File: config.mk
export PLATFORM = sky130hd
export DESIGN_NAME = roman_numeral_encoder
export DESIGN_NICKNAME = d
export VERILOG_FILES = /design/src/rne_pkg.sv /design/src/roman_numeral_encoder.sv
export SDC_FILE = /design/constraint.sdc
export NUM_CORES = 1
export LEC_CHECK = 0
export ABC_CLOCK_PERIOD_IN_PS = 3650
export BUFFER_PORTS_ARGS = -buffer_cell sky130_fd_sc_hd__buf_2
export CORE_ASPECT_RATIO = 0.5
export CORE_MARGIN = 2
export CORE_UTILIZATION = 53
export DETAILED_ROUTE_END_ITERATION = 12
export GPL_TIMING_DRIVEN = 0
export HOLD_SLACK_MARGIN = 0.08
export PLACE_DENSITY_LB_ADDON = 0.12
export SLEW_MARGIN = 25
export SYNTH_ARGS = -nofsm -noshare
export SYNTH_HDL_FRONTEND = slang
export SYNTH_SLANG_ARGS = --single-unit
File: constraint.sdc
create_clock -name clk -period 3.65 [get_ports clk]
set_input_delay 0.365 -clock clk [delete_from_list [all_inputs] [get_ports clk]]
set_output_delay 0.365 -clock clk [all_outputs]
set_load 0.01 [all_outputs]
File: src/rne_pkg.sv
// Shared types, letter codes and the numeral table of the Roman numeral encoder.
package rne_pkg;

    localparam int unsigned VALUE_W  = 14;
    localparam int unsigned LETTER_W = 7;
    localparam int unsigned REM_W    = 12;
    localparam int unsigned AMOUNT_W = 10;
    localparam int unsigned INDEX_W  = 4;

    localparam logic [VALUE_W-1:0] VALUE_LIMIT = 14'd4000;

    localparam logic [LETTER_W-1:0] LETTER_NONE = 7'd0;
    localparam logic [LETTER_W-1:0] LETTER_M    = 7'd77;
    localparam logic [LETTER_W-1:0] LETTER_D    = 7'd68;
    localparam logic [LETTER_W-1:0] LETTER_C    = 7'd67;
    localparam logic [LETTER_W-1:0] LETTER_L    = 7'd76;
    localparam logic [LETTER_W-1:0] LETTER_X    = 7'd88;
    localparam logic [LETTER_W-1:0] LETTER_V    = 7'd86;
    localparam logic [LETTER_W-1:0] LETTER_I    = 7'd73;

    typedef struct packed {
        logic [AMOUNT_W-1:0] amount;
        logic [LETTER_W-1:0] first;
        logic [LETTER_W-1:0] second;
        logic                pair;
    } rne_entry_t;

    // Greedy table, largest amount first; subtractive pairs emit two letters.
    function automatic rne_entry_t rne_entry(input logic [INDEX_W-1:0] idx);
        rne_entry_t e;
        case (idx)
            4'd0:    e = '{10'd1000, LETTER_M, LETTER_M, 1'b0};
            4'd1:    e = '{10'd900,  LETTER_C, LETTER_M, 1'b1};
            4'd2:    e = '{10'd500,  LETTER_D, LETTER_D, 1'b0};
            4'd3:    e = '{10'd400,  LETTER_C, LETTER_D, 1'b1};
            4'd4:    e = '{10'd100,  LETTER_C, LETTER_C, 1'b0};
            4'd5:    e = '{10'd90,   LETTER_X, LETTER_C, 1'b1};
            4'd6:    e = '{10'd50,   LETTER_L, LETTER_L, 1'b0};
            4'd7:    e = '{10'd40,   LETTER_X, LETTER_L, 1'b1};
            4'd8:    e = '{10'd10,   LETTER_X, LETTER_X, 1'b0};
            4'd9:    e = '{10'd9,    LETTER_I, LETTER_X, 1'b1};
            4'd10:   e = '{10'd5,    LETTER_V, LETTER_V, 1'b0};
            4'd11:   e = '{10'd4,    LETTER_I, LETTER_V, 1'b1};
            default: e = '{10'd1,    LETTER_I, LETTER_I, 1'b0};
        endcase
        return e;
    endfunction

endpackage

File: src/roman_numeral_encoder.sv
// Top level of the Roman numeral encoder: sequencer, shared subtractor and result register.
// One number is taken per request and its Roman numeral comes out one ASCII letter per
// result, the final letter flagged by last. Zero gives no result at all; a value of 4000
// or more gives a single result with error and last set and a letter of zero. The
// conversion walks a thirteen-entry table of amounts through a single compare-and-subtract
// unit: each cycle either emits one letter, unless the result side stalls, or moves on
// to the next entry. A new number is taken once the last letter sits in the result
// register, so that register may still be waiting on the far side.
module roman_numeral_encoder
(
    input  logic                          clk,
    input  logic                          rst_n,
    input  logic                          item_valid,
    output logic                          item_stall,
    input  logic [rne_pkg::VALUE_W-1:0]   value,
    output logic                          result_valid,
    input  logic                          result_stall,
    output logic [rne_pkg::LETTER_W-1:0]  letter,
    output logic                          last,
    output logic                          error
);
    import rne_pkg::*;

    typedef enum logic {
        ST_IDLE,
        ST_BUSY
    } state_t;

    state_t                state_reg, state_next;
    logic [REM_W-1:0]      rem_reg, rem_next;
    logic [INDEX_W-1:0]    idx_reg, idx_next;
    logic                  phase_reg, phase_next;
    logic                  err_reg, err_next;
    logic                  valid_reg, valid_next;
    logic [LETTER_W-1:0]   letter_reg, letter_next;
    logic                  last_reg, last_next;
    logic                  error_reg, error_next;

    rne_entry_t            entry;
    logic [REM_W-1:0]      amount_ext;
    logic [REM_W-1:0]      diff;
    logic                  fits;
    logic                  load_ok;
    logic                  accept;

    assign item_stall   = (state_reg != ST_IDLE);
    assign accept       = item_valid && !item_stall;
    assign result_valid = valid_reg;
    assign letter       = letter_reg;
    assign last         = last_reg;
    assign error        = error_reg;

    assign entry      = rne_entry(idx_reg);
    assign amount_ext = {{(REM_W-AMOUNT_W){1'b0}}, entry.amount};
    assign diff       = rem_reg - amount_ext;
    assign fits       = (rem_reg >= amount_ext);
    assign load_ok    = !valid_reg || !result_stall;

    always_comb
    begin
        state_next  = state_reg;
        rem_next    = rem_reg;
        idx_next    = idx_reg;
        phase_next  = phase_reg;
        err_next    = err_reg;
        valid_next  = valid_reg && result_stall;
        letter_next = letter_reg;
        last_next   = last_reg;
        error_next  = error_reg;

        case (state_reg)
            ST_IDLE:
            begin
                if (accept)
                begin
                    state_next = ST_BUSY;
                    rem_next   = value[REM_W-1:0];
                    idx_next   = '0;
                    phase_next = 1'b0;
                    err_next   = (value >= VALUE_LIMIT);
                end
            end
            ST_BUSY:
            begin
                if (err_reg)
                begin
                    if (load_ok)
                    begin
                        valid_next  = 1'b1;
                        letter_next = LETTER_NONE;
                        last_next   = 1'b1;
                        error_next  = 1'b1;
                        state_next  = ST_IDLE;
                    end
                end
                else if (rem_reg == '0)
                begin
                    state_next = ST_IDLE;
                end
                else if (fits)
                begin
                    if (load_ok)
                    begin
                        valid_next = 1'b1;
                        error_next = 1'b0;
                        if (entry.pair && !phase_reg)
                        begin
                            letter_next = entry.first;
                            last_next   = 1'b0;
                            phase_next  = 1'b1;
                        end
                        else
                        begin
                            letter_next = entry.pair ? entry.second : entry.first;
                            last_next   = (diff == '0);
                            phase_next  = 1'b0;
                            rem_next    = diff;
                            if (diff == '0)
                            begin
                                state_next = ST_IDLE;
                            end
                        end
                    end
                end
                else
                begin
                    idx_next = idx_reg + 1'b1;
                end
            end
            default:
            begin
                state_next = ST_IDLE;
            end
        endcase
    end

    always_ff @(posedge clk or negedge rst_n)
    begin
        if (!rst_n)
        begin
            state_reg  <= ST_IDLE;
            rem_reg    <= '0;
            idx_reg    <= '0;
            phase_reg  <= 1'b0;
            err_reg    <= 1'b0;
            valid_reg  <= 1'b0;
            letter_reg <= '0;
            last_reg   <= 1'b0;
            error_reg  <= 1'b0;
        end
        else
        begin
            state_reg  <= state_next;
            rem_reg    <= rem_next;
            idx_reg    <= idx_next;
            phase_reg  <= phase_next;
            err_reg    <= err_next;
            valid_reg  <= valid_next;
            letter_reg <= letter_next;
            last_reg   <= last_next;
            error_reg  <= error_next;
        end
    end

`ifndef SYNTH
    a_error_form: assert property (@(posedge clk) disable iff (!rst_n)
        valid_reg && error_reg |-> last_reg && (letter_reg == LETTER_NONE))
        else $error("error result without last or with a letter");

    a_letter_legal: assert property (@(posedge clk) disable iff (!rst_n)
        valid_reg && !error_reg |-> (letter_reg == LETTER_M) || (letter_reg == LETTER_D) ||
            (letter_reg == LETTER_C) || (letter_reg == LETTER_L) ||
            (letter_reg == LETTER_X) || (letter_reg == LETTER_V) ||
            (letter_reg == LETTER_I))
        else $error("result letter is not a numeral letter");

    a_pair_phase: assert property (@(posedge clk) disable iff (!rst_n)
        phase_reg |-> (state_reg == ST_BUSY) && entry.pair && fits)
        else $error("second letter pending outside a subtractive pair");

    a_remainder_falls: assert property (@(posedge clk) disable iff (!rst_n)
        (state_reg == ST_BUSY) && !accept |=> rem_reg <= $past(rem_reg))
        else $error("remainder grew during a conversion");
`endif

endmodule
# After elaboration in Yosys (flattened, before gate mapping)
# Memories as Yosys holds them, arrays and structs flattened.
# Index checks and enable logic that the tools add are counted.
# op_classes
n_reduce_logical	16
n_eq_ne	8
order_cmp	2
bitwise_logic	1
muxes	50
add_sub_neg	2
# ops
cell	count
$mux 12	6
$mux 7	7
$mux 1	29
$logic_not 12->1	2
$pmux 12 s2	1
$mux 4	4
$ge 14x12->1 const B	1
$ge 12x10->1	1
$ne 2x2->1 const B	6
$sub 12x10->12	1
$pmux 4 s2	1
$reduce_and 4->1	2
$reduce_and 6->1	1
$reduce_and 5->1	1
$add 4x1->4 const B	1
$logic_not 1->1	4
$ne 2x1->1 const B	2
$pmux 1 s2	2
$logic_and 1x1->1	3
$reduce_and 2->1	1
$reduce_bool 2->1	1
$logic_or 1x1->1	1
$not 1->1	1
# word_totals
mem_count	1
in_bits	18
wordCells	89
mem_bits_ro	336
ff_bits	29
output_inout_bits	11
# memory_table
memory	depth	width	rd	rd_ports_with_merged_regs	write_ports	line_no	text
(no name shown)	16	21	1	0	0	rne_pkg.sv:31	case (idx)

# Logic depth before layout (Yosys ltp)
# Gate-level depths: netlist of run 1.
# An unclocked memory read counts as a cell.
# logic_depth
ltp_word	10
ltp_mapped	15
mapped_depth_nobuf	13

# Worst setup path before layout of run 1
# No wires, ideal clock.
# synth_path
path_type	register to register
start	register idx_reg[0]
end	register rem_reg[0]
arrival_time_ns	3.571
setup_slack_ns	-0.015
setup_time_ns	0.094
path_stages_with_launch	16
path_cell_list	dfrtp_1 > clkbuf_1 > inv_1 > ha_1 > inv_1 > a21oi_1 > ha_1 > fa_1 > nand2b_2 > a211oi_4 > o21a_4 > o31ai_4 > or3_1 > buf_6 > mux2_4 > a221oi_2
# synth_between
elab_chain_cells	8
word_cells_on_any_way	13
classes_between	add/sub (1); order compare (1); eq/ne (2); mux (6); reduce/logical (2); memory (1)
# synth_lines
item	line_no	text
from (decl)	roman_numeral_encoder.sv:31	logic [INDEX_W-1:0] idx_reg, idx_next;
from (signal assigned)	roman_numeral_encoder.sv:155	idx_reg <= idx_next;
$mem_v2 16x21 *	--	
$sub 12x10->12	roman_numeral_encoder.sv:55	assign diff = rem_reg - amount_ext;
$mux 12	roman_numeral_encoder.sv:106	if (entry.pair && !phase_reg)
$mux 12	roman_numeral_encoder.sv:102	if (load_ok)
$mux 12	roman_numeral_encoder.sv:100	else if (fits)
$mux 12	roman_numeral_encoder.sv:96	else if (rem_reg == '0)
$mux 12	roman_numeral_encoder.sv:85	if (err_reg)
$pmux 12 s2	roman_numeral_encoder.sv:71	case (state_reg)
to (signal assigned)	roman_numeral_encoder.sv:154	rem_reg <= rem_next;
to (decl)	roman_numeral_encoder.sv:30	logic [REM_W-1:0] rem_reg, rem_next;
# Mark *: on every way between the ends. The rest lies on a longest branch, timed or not. The select of a mux whose other input is x is not followed.
# A chain may end at the register's enable or synchronous reset.

# Worst setup path after layout of run 1
# layout_path
start	register idx_reg[3]
end	register idx_reg[3]
# layout_between
elab_chain_cells	5
word_cells_on_any_way	9
classes_between	add/sub (1); order compare (1); eq/ne (1); mux (4); reduce/logical (1); memory (1)
# layout_lines
item
branches (longest 5 deep; another with $mem_v2 16x21)
# Several ways; the timed one is not identified. The select of a mux whose other input is x is not followed.

==> flow_summary.toml, run 1 <==
[detailed_routing]
drc = 0
detail-route-antenna-nets = 0
drt-total-wl_um = 6892
first_iter_violations = 209
drt-pass1-iter-count = 4
viasPerCell = 6.277
wire_per_inst_um = 17.54
dr_total_vias = 2467

[critical_path]
cp-end-kind = "register"
r2r_cells = 13
worstSetupStartpointType = "register"
r2r_slack_ps = 80
critPathMaxStageDelay_ps = 530
crit-reg2reg-launch = "idx_reg[3]"
path_cells = "clkbuf_2 > a21oi_1 > o21ai_0 > ha_1 > o21a_1 > and3_1 > o21a_4 > buf_4 > buf_4 > or4_1 > buf_4 > or3_1 > a21oi_1"
r2r_end = "idx_reg[3]"
slowest_stage = "or4_1"
critical_path_arrival_ps = 3790
critPathKind = "register to register"
crit_top_cell = "buf_4"
path_max_fanout = 10
cp.required_ps = 3880

[synth]
syn_area_mm2 = 0.002484
async_reset_ff_share_pct = 100.0
synth_top_cell_by_area = "dfrtp_1"
ys.flop_type = "dfrtp_1"
ys_warn_count = 0
seq_area_frac_synth_pct = 28.21
synthTopCellsByCount = "35 x nand2_1, 28 x dfrtp_1, 26 x nor2_1, 23 x a21oi_1, 22 x o21ai_0"
yosys.area.top_type_share_pct = 28.21
ys_ff_latch = 28
synth.most_common_cell = "nand2_1"
synth_edf_count = 0
avgSynthCellArea_um2 = 8.306
netlist_instances = 299
synth.area.top_cells = "dfrtp_1 28%, ha_1 11%, nand2_1 5.3%"
syn-num-nets = 339
synthDistinctLibCells = 59

[clock_network]
clk_pin_slew_ps = 100
numClockSinks = 28
hold_buffers = 0
cts_tree = "yes"
clock_path_buffers = 2
cts_root_buffer = "clkbuf_8"
cts_buffers = 3
htree_levels = 1
insertion_delay_ps = 290

[final_layout]
area_delta_synth_final_pct = 16.27
nets = 377
instances_no_fill = 393
drive_above_1_share_pct = 22.02
n_fill_cell = 398
diodes = 0
largest_register_ff_count = 12

[die]
coreArea_mm2 = 0.004446
io_pins = 29
dieArea_mm2 = 0.005283
die_w_um = 100.8
rows = 17
fp.dieH_um = 52.41
start_util_pct = 55.87

[sta]
setup_violations = 0
fin_crit_sh_pct = 97.80
clock_skew_ps = 8.581
hold_slack_ps = 86.37
hold_viol = 0
tightest_slew_ps = 653.3
final-max-slew-violation-count = 0
post-route-min-period_ps = 3570
timing.fmax_ghz = 0.2801
relSlewSlack_pct = 56.45

[global_route]
grt_max_degree = 29
antenna_found_initial = 0
grt_pass1_vias = 2306
grt_pass1_wl_um = 11210
overflow = 0
grtUsageTotal_pct = 27.45

[power_and_ir_drop]
power.density_mw_per_mm2 = 956.7
power.leakage_nw = 1.293
peakVddDrop_v = 0.0005420

[placed_design]
dp_cells = 382
port_buffers = 26
post-dp-hpwl_um = 5136
gp_congestion = 0.8836

[run_status]
status = "finished, final reports clean"

[min_path]
hold_class = "input pin to asynchronous set/reset pin"

[run]
maxCapViolCount = 0
-- cell usage in the layout, fill, tap and decap left out, types with 3 or more instances in the layout --
cell type	netlist	routed
ha_2	0	3
clkbuf_1	8	5
a31oi_1	6	6
o32ai_1	6	6
ha_1	21	17
xor2_1	3	3
dfrtp_1	28	26
o21ai_0	22	21
inv_1	19	17
nand2_1	35	35
a221oi_1	6	6
buf_2	2	27
a211oi_1	5	5
or3_1	3	3
nor3_1	5	5
mux2i_1	8	8
buf_4	2	11
nand2b_1	4	4
a21oi_1	23	23
nor4_1	5	5
a21o_1	3	3
xnor2_1	3	3
clkbuf_8	0	3
nand3_1	9	9
nor2_1	26	24
-- cell families (layout without fill, tap and decap cells) --
kind of cell / count (synthesis) / count (layout) / share of synthesized area [%]
AO/OA/AOI/OAI: 98 / 98 / 28.97
XOR/XNOR: 6 / 6 / 2.116
adder cells (fa/ha/maj): 22 / 22 / 11.39
buffers and inverters: 35 / 72 / 5.995
flip-flops: 28 / 28 / 28.21
multiplexers: 10 / 10 / 4.282
other: 1 / 1 / 0.1510
AND/OR/NAND/NOR: 99 / 99 / 18.89
-- area by class of cell --
type / instances / area [um2] / area share, %
sequential: 28 / 703.2 / 24.35
inverter: 21 / 88.84 / 3.076
tap: 57 / 71.32 / 2.470
clock inverter: 1 / 30.03 / 1.040
buffer: 13 / 81.33 / 2.816
timing repair buffer: 34 / 190.2 / 6.586
clock buffer: 3 / 41.29 / 1.430
multi-input combinational: 236 / 1682 / 58.23
-- worst max-delay path by stage --
stage               cells past startpoint          end        from
global route                           13   idx_reg[3]  idx_reg[3]
floorplan                              15   rem_reg[0]  idx_reg[0]
global placement                       15  rem_reg[11]  idx_reg[0]
finish                                 13   idx_reg[3]  idx_reg[3]
detailed placement                     14   rem_reg[3]  idx_reg[0]
CTS                                    12   idx_reg[3]  idx_reg[2]
-- where the power goes --
group | switching, mW | internal, mW | total [mW]
Clock | 0.107 | 0.147 | 0.254
Combinational | 1.12 | 0.797 | 1.91
Sequential | 0.147 | 0.448 | 0.595
-- worst max-delay path: cells and delay by family, from the launching register on --
| family | cells | cell delay (ps) |
|---|---|---|
| and+or+nand+nor | 3 | 1080 |
| AOI/OAI and AO/OA | 5 | 860 |
| buffers and inverters | 4 | 670 |
| DFF | 1 | 490 |
| adders and majority gates | 1 | 400 |
-- metal layers --
metal | vias to the layer above | share of wire [%] | global-route usage (%)
met1 | 1197 | 48 | 36.85
met3 | 10 | 5.6 | 4.667
met5 | - | 0 | 0
met2 | 85 | 46 | 47.56
met4 | 0 | 0.75 | 4.795
li1 | 1175 | - | -
-- timing repair --
action                                  CTS  global route
pin swaps                                 4             3
endpoints found under the setup margin   21            16
gates resized for setup                  14            12
buffers inserted                          4             4
-- stage by stage --
step	worst slack, ps	utilization, %	area [um2]	setup TNS, ps	power [mW]
6_report	80.19	64.96	2888	0	2.763
5_1_grt	-43.08	64.96	2888	-43.08	3.011
4_1_cts	9.901	63.66	2830	0	2.658
3_5_place_dp	-411.5	60.43	2686	-5097	2.314
3_3_place_gp	-341.6	60.43	2686	-4050	2.269
2_1_floorplan	104.9	-	2485	0	1.901
(Power assumes the default switching activity.)
==> inputs of run 2 (changes only) <==
--- a/config.mk
+++ b/config.mk
@@ -7,8 +7,7 @@
 export LEC_CHECK = 0
 export ABC_CLOCK_PERIOD_IN_PS = 3650
 export BUFFER_PORTS_ARGS = -buffer_cell sky130_fd_sc_hd__buf_2
-export CORE_ASPECT_RATIO = 0.5
-export CORE_MARGIN = 2
+export CORE_MARGIN = 1
 export CORE_UTILIZATION = 53
 export DETAILED_ROUTE_END_ITERATION = 12
 export GPL_TIMING_DRIVEN = 0
==> run 2 against run 1 <==
Effect of this change:
- cell count is 2.3% lower
- count of clock-buffer cells in the layout is the same
- register-to-register slack improved by 60 ps
- maximum frequency up 1.8%
- global-route usage shrank 0.76 points
- setup slack better by 64 ps
- critical path depth rose by 2
- combinational power down 3%
- largest cell class unchanged
- first-iteration DRC count down 36%
- sequential power about the same
- design area is 1.9% lower
- clock skew down 5.8 ps
==> flow_summary.toml, run 2 (synthesis results as in run 1) <==
[critical_path]
r2r_end = "rem_reg[0]"
r2r_cells = 15
worstSetupStartpointType = "register"
critPathMaxStageDelay_ps = 400
critPathKind = "register to register"
cp-end-kind = "register"
slowest_stage = "dfrtp_1"
r2r_slack_ps = 140
cp.buffers_inverters = 4
critical_path_arrival_ps = 3700
path_delay_family = "compound AO/OA/AOI/OAI gates"
path_cells = "clkbuf_8 > inv_4 > ha_4 > inv_1 > a21oi_1 > ha_1 > fa_2 > nand2b_4 > a211oi_4 > o21a_4 > o31ai_4 > or3_1 > buf_6 > mux2_4 > a221oi_2"
path_max_fanout = 10
crit-reg2reg-launch = "idx_reg[0]"
cp.required_ps = 3850

[sta]
worst_slack_ps = 144.1
fin_crit_sh_pct = 96.05
relSlewSlack_pct = 56.06
setup_violations = 0
setup_total_negative_slack_ps = 0
hold_viol = 0
hold_slack_ps = 100.6
timing.fmax_ghz = 0.2852
tightest_slew_ps = 659.2
final-max-slew-violation-count = 0
post-route-min-period_ps = 3506
clock_skew_ps = 2.738
rsz0062_at_grt = "no"

[global_route]
grt_pass1_vias = 2267
grtUsageTotal_pct = 26.69
grt_max_degree = 29
antenna_found_initial = 0
grt_pass1_wl_um = 10380
overflow = 0

[die]
start_util_pct = 56.26
io_pins = 29
rows = 24
die_w_um = 70.46
dieArea_mm2 = 0.004964
coreArea_mm2 = 0.004414
fp.dieH_um = 70.46

[clock_network]
htree_levels = 1
cts_buffers = 3
clock_path_buffers = 2
clk_pin_slew_ps = 100
cts_root_buffer = "clkbuf_8"
hold_buffers = 0
insertion_delay_ps = 280
cts_tree = "yes"
numClockSinks = 28

[run]
maxCapViolCount = 0

[final_layout]
diodes = 0
drive_above_1_share_pct = 19.28
n_fill_cell = 389
utilization_pct = 64.14
nets = 373
instances_no_fill = 384
area_delta_synth_final_pct = 14.01
largest_register_ff_count = 12
mostFrequentLayoutCell = "nand2_1"
layout_common_cells = "35 x nand2_1, 29 x buf_2, 26 x nor2_1, 26 x dfrtp_1, 23 x a21oi_1"
final_area_mm2 = 0.002831

[placed_design]
gp_congestion = 0.8915
dp_cells = 377
pre_cts_ws_ps = -431.7
dpl_cell_area_mm2 = 0.002680
post-dp-hpwl_um = 4875
port_buffers = 26

[detailed_routing]
viasPerCell = 6.247
dr_total_vias = 2399
first_iter_violations = 134
drc = 0
drt-total-wl_um = 6560
wire_per_inst_um = 17.08
drt-pass1-iter-count = 4
detail-route-antenna-nets = 0

[power_and_ir_drop]
p_clk_share_pct = 9.4
peakVddDrop_v = 0.0004504
power.density_mw_per_mm2 = 953.2
p_switching_mw = 1.348
p_seq_share_pct = 22.0
internal_power_mw = 1.351
combPwrFrac_pct = 68.6
switching_share_pct = 49.94
finalPower_mw = 2.699
power.leakage_nw = 1.275

[run_status]
status = "finished, final reports clean"

[min_path]
hold_class = "input pin to asynchronous set/reset pin"
[run 2: changes by cell type in the layout (fill, tap and decap cells not counted), moves of 2 or more]
cell,delta
buf_2,+2
buf_4,-6
ha_1,+3
ha_2,-3
nor2_1,+2
nor2_2,-2
[run 2: repair_timing]
item / in CTS / in global routing
buffers inserted: 3 / 0
hold endpoints to repair: 0 / 0
setup endpoints to repair: 14 / 23
pin swaps: 3 / 3
gates cloned: 0 / 0
gates resized for setup: 11 / 8
[run 2: power groups by stage]
stage	clock [mW]	sequential, mW	combinational, mW
final	0.253	0.594	1.85
after global routing	0.267	0.611	2.04
after CTS	0.258	0.589	1.80
after detailed placement	0	0.593	1.72
after global placement	0	0.590	1.69
after floorplan	0	0.576	1.32
[run 2: layout make-up]
type	instances	area [um2]	area share, %
Sequential cell	28	703.2	24.83
Buffer	14	82.58	2.916
Clock inverter	1	30.03	1.061
Inverter	21	87.58	3.093
Clock buffer	3	41.29	1.458
Multi-Input combinational cell	236	1669	58.95
Tap cell	52	65.06	2.298
Timing Repair Buffer	29	152.6	5.391
[run 2: worst max-delay path by stage]
stage               startpoint         end  slack [ps]  cells past startpoint
floorplan           idx_reg[0]  rem_reg[0]         100                     15
CTS                 idx_reg[0]  rem_reg[0]          10                     15
global placement    idx_reg[0]  rem_reg[3]        -400                     14
global route        idx_reg[3]   letter[0]          10                     13
detailed placement  idx_reg[0]  rem_reg[4]        -430                     14
finish              idx_reg[0]  rem_reg[0]         140                     15
[run 2: layer usage]
metal	GRT usage, %	part of all wire, %	up-vias
met5	0	0	-
met4	10.00	1.3	0
met3	2.742	4.6	8
met2	42.33	46	85
met1	37.37	48	1137
li1	-	-	1169
==> inputs of run 3 (changes only) <==
--- a/config.mk
+++ b/config.mk
@@ -8,11 +8,12 @@
 export ABC_CLOCK_PERIOD_IN_PS = 3650
 export BUFFER_PORTS_ARGS = -buffer_cell sky130_fd_sc_hd__buf_2
 export CORE_MARGIN = 1
-export CORE_UTILIZATION = 53
+export CORE_UTILIZATION = 35
 export DETAILED_ROUTE_END_ITERATION = 12
 export GPL_TIMING_DRIVEN = 0
 export HOLD_SLACK_MARGIN = 0.08
 export PLACE_DENSITY_LB_ADDON = 0.12
+export SKIP_LAST_GASP = 1
 export SLEW_MARGIN = 25
 export SYNTH_ARGS = -nofsm -noshare
 export SYNTH_HDL_FRONTEND = slang
==> run 3 against run 2 <==
Effect of this change:
- critical path depth fell by 1
- count of clock-buffer cells in the layout unchanged
- clock skew about the same
- flip-flop and latch count did not move
- first-iteration DRC count down 7.5%
- combinational power about the same
- global-route usage decreased by 6.7 points
- die area is 50% higher
- non-clock buffer count rose by 3
- utilization decreased by 21 points
- critical path type unchanged
- critical endpoint is now last
- highest routed layer unchanged
==> flow_summary.toml, run 3 (synthesis results as in run 1) <==
[clock_network]
clock_path_buffers = 2
insertion_delay_ps = 280
htree_levels = 1
cts_root_buffer = "clkbuf_8"
numClockSinks = 28
cts_tree = "yes"
clk_pin_slew_ps = 110
cts_buffers = 3

[detailed_routing]
drc = 0
drt-pass1-iter-count = 4
wire_per_inst_um = 16.57
first_iter_violations = 124
drt-total-wl_um = 7141
viasPerCell = 5.480
detail-route-antenna-nets = 0
dr_total_vias = 2362

[placed_design]
gp_congestion = 0.8136
dpl_cell_area_mm2 = 0.002735
dp_cells = 421
post-dp-hpwl_um = 5437
port_buffers = 26

[final_layout]
mostFrequentLayoutCell = "nand2_1"
n_fill_cell = 731
drive_above_1_share_pct = 21.49
seq_area_um2 = 704.4
instances_no_fill = 431
nets = 376
utilization_pct = 42.73
area_delta_synth_final_pct = 17.53
largest_register_ff_count = 12
final_area_mm2 = 0.002919
multiInputGateArea_mm2 = 0.001672
layout_common_cells = "35 x nand2_1, 29 x buf_2, 25 x nor2_1, 25 x dfrtp_1, 23 x a21oi_1"
diodes = 0

[sta]
clock_skew_ps = 2.748
post-route-min-period_ps = 3507
final-max-slew-violation-count = 0
tightest_slew_ps = 672.4
rsz0062_at_grt = "no"
setup_violations = 0
hold_viol = 0
relSlewSlack_pct = 55.17
fin_crit_sh_pct = 96.09
timing.fmax_ghz = 0.2851

[die]
io_pins = 29
coreArea_mm2 = 0.006832
fp.dieH_um = 86.24
dieArea_mm2 = 0.007437
rows = 30
die_w_um = 86.24
start_util_pct = 36.36

[power_and_ir_drop]
finalPower_mw = 2.721
power.density_mw_per_mm2 = 932.3
p_switching_mw = 1.349
switching_share_pct = 49.55
p_seq_share_pct = 21.9
combPwrFrac_pct = 68.6
peakVddDrop_v = 0.0004702
internal_power_mw = 1.373
power.leakage_nw = 1.285
p_clk_share_pct = 9.5

[global_route]
overflow = 0
grt_pass1_vias = 2198
grt_pass1_wl_um = 11600
grtUsageTotal_pct = 19.98
antenna_found_initial = 0
grt_max_degree = 29

[run]
maxCapViolCount = 0

[critical_path]
slowest_stage = "or4_1"
path_max_fanout = 10
path_cells = "clkbuf_8 > inv_4 > ha_4 > inv_1 > a21oi_1 > ha_2 > fa_2 > nand2b_2 > a211oi_4 > a211o_2 > xor2_1 > or4_1 > nor4b_4 > o31a_2"
r2r_slack_ps = 140
worstSetupStartpointType = "register"
critPathKind = "register to register"
path_delay_family = "simple AND/OR/NAND/NOR gates"
critPathMaxStageDelay_ps = 610
critical_path_arrival_ps = 3740
cp.required_ps = 3880
cp-end-kind = "register"
cp.buffers_inverters = 3

[run_status]
status = "finished, final reports clean"

[min_path]
hold_class = "input pin to asynchronous set/reset pin"
## run 3: path summary, 6_finish.rpt
path | from | endpoint | cells after the start
max in group asynchronous | rst_n | idx_reg[2] | 1
max | idx_reg[0] | last | 14
min in group clk | value[13] | err_reg | 3
min reg2reg | letter[4] | letter[4] | 2
min | rst_n | idx_reg[0] | 1
max reg2reg | idx_reg[0] | last | 14
## run 3: power by group through the flow
stage                     Sequential, mW  Combinational [mW]  Clock [mW]
after global placement             0.599                1.73           0
after floorplan                    0.576                1.32           0
after CTS                          0.598                1.82       0.262
after detailed placement           0.602                1.74           0
final                              0.595                1.87       0.259
after global routing               0.617                2.09       0.274
## run 3: timing repair
item | CTS | global route
endpoints found under the setup margin | 21 | 23
gates resized for setup | 13 | 8
hold buffers | 0 | 0
endpoints found under the hold margin | 0 | 0
buffers inserted | 3 | 4
pin swaps | 3 | 4
gates cloned | 0 | 0
## run 3: layout make-up
class                      instances  area share (%)
multi-input combinational        236           57.27
sequential                        28           24.13
timing repair buffer              33           6.258
tap                               96           4.115
inverter                          21           3.086
buffer                            13           2.700
clock buffer                       3           1.414
clock inverter                     1           1.029
## run 3: metal layers
layer  up-vias  global-route usage [%]  wire length (um)
met5         -                       0                 0
met4         0                   2.879                29
met3         2                   2.476               218
met2        46                   33.41              3476
met1      1151                   28.20              3416
li1       1163                       -                 -
## run 3: metrics by stage
stage          TNS [ps]  setup slack, ps  hold WS, ps
6_report              0            142.7        104.8
5_1_grt               0            12.59        153.3
4_1_cts               0            11.44        128.8
3_5_place_dp      -6293           -545.5        444.3
3_3_place_gp      -6385           -544.0        452.2
2_1_floorplan         0            104.9        69.41
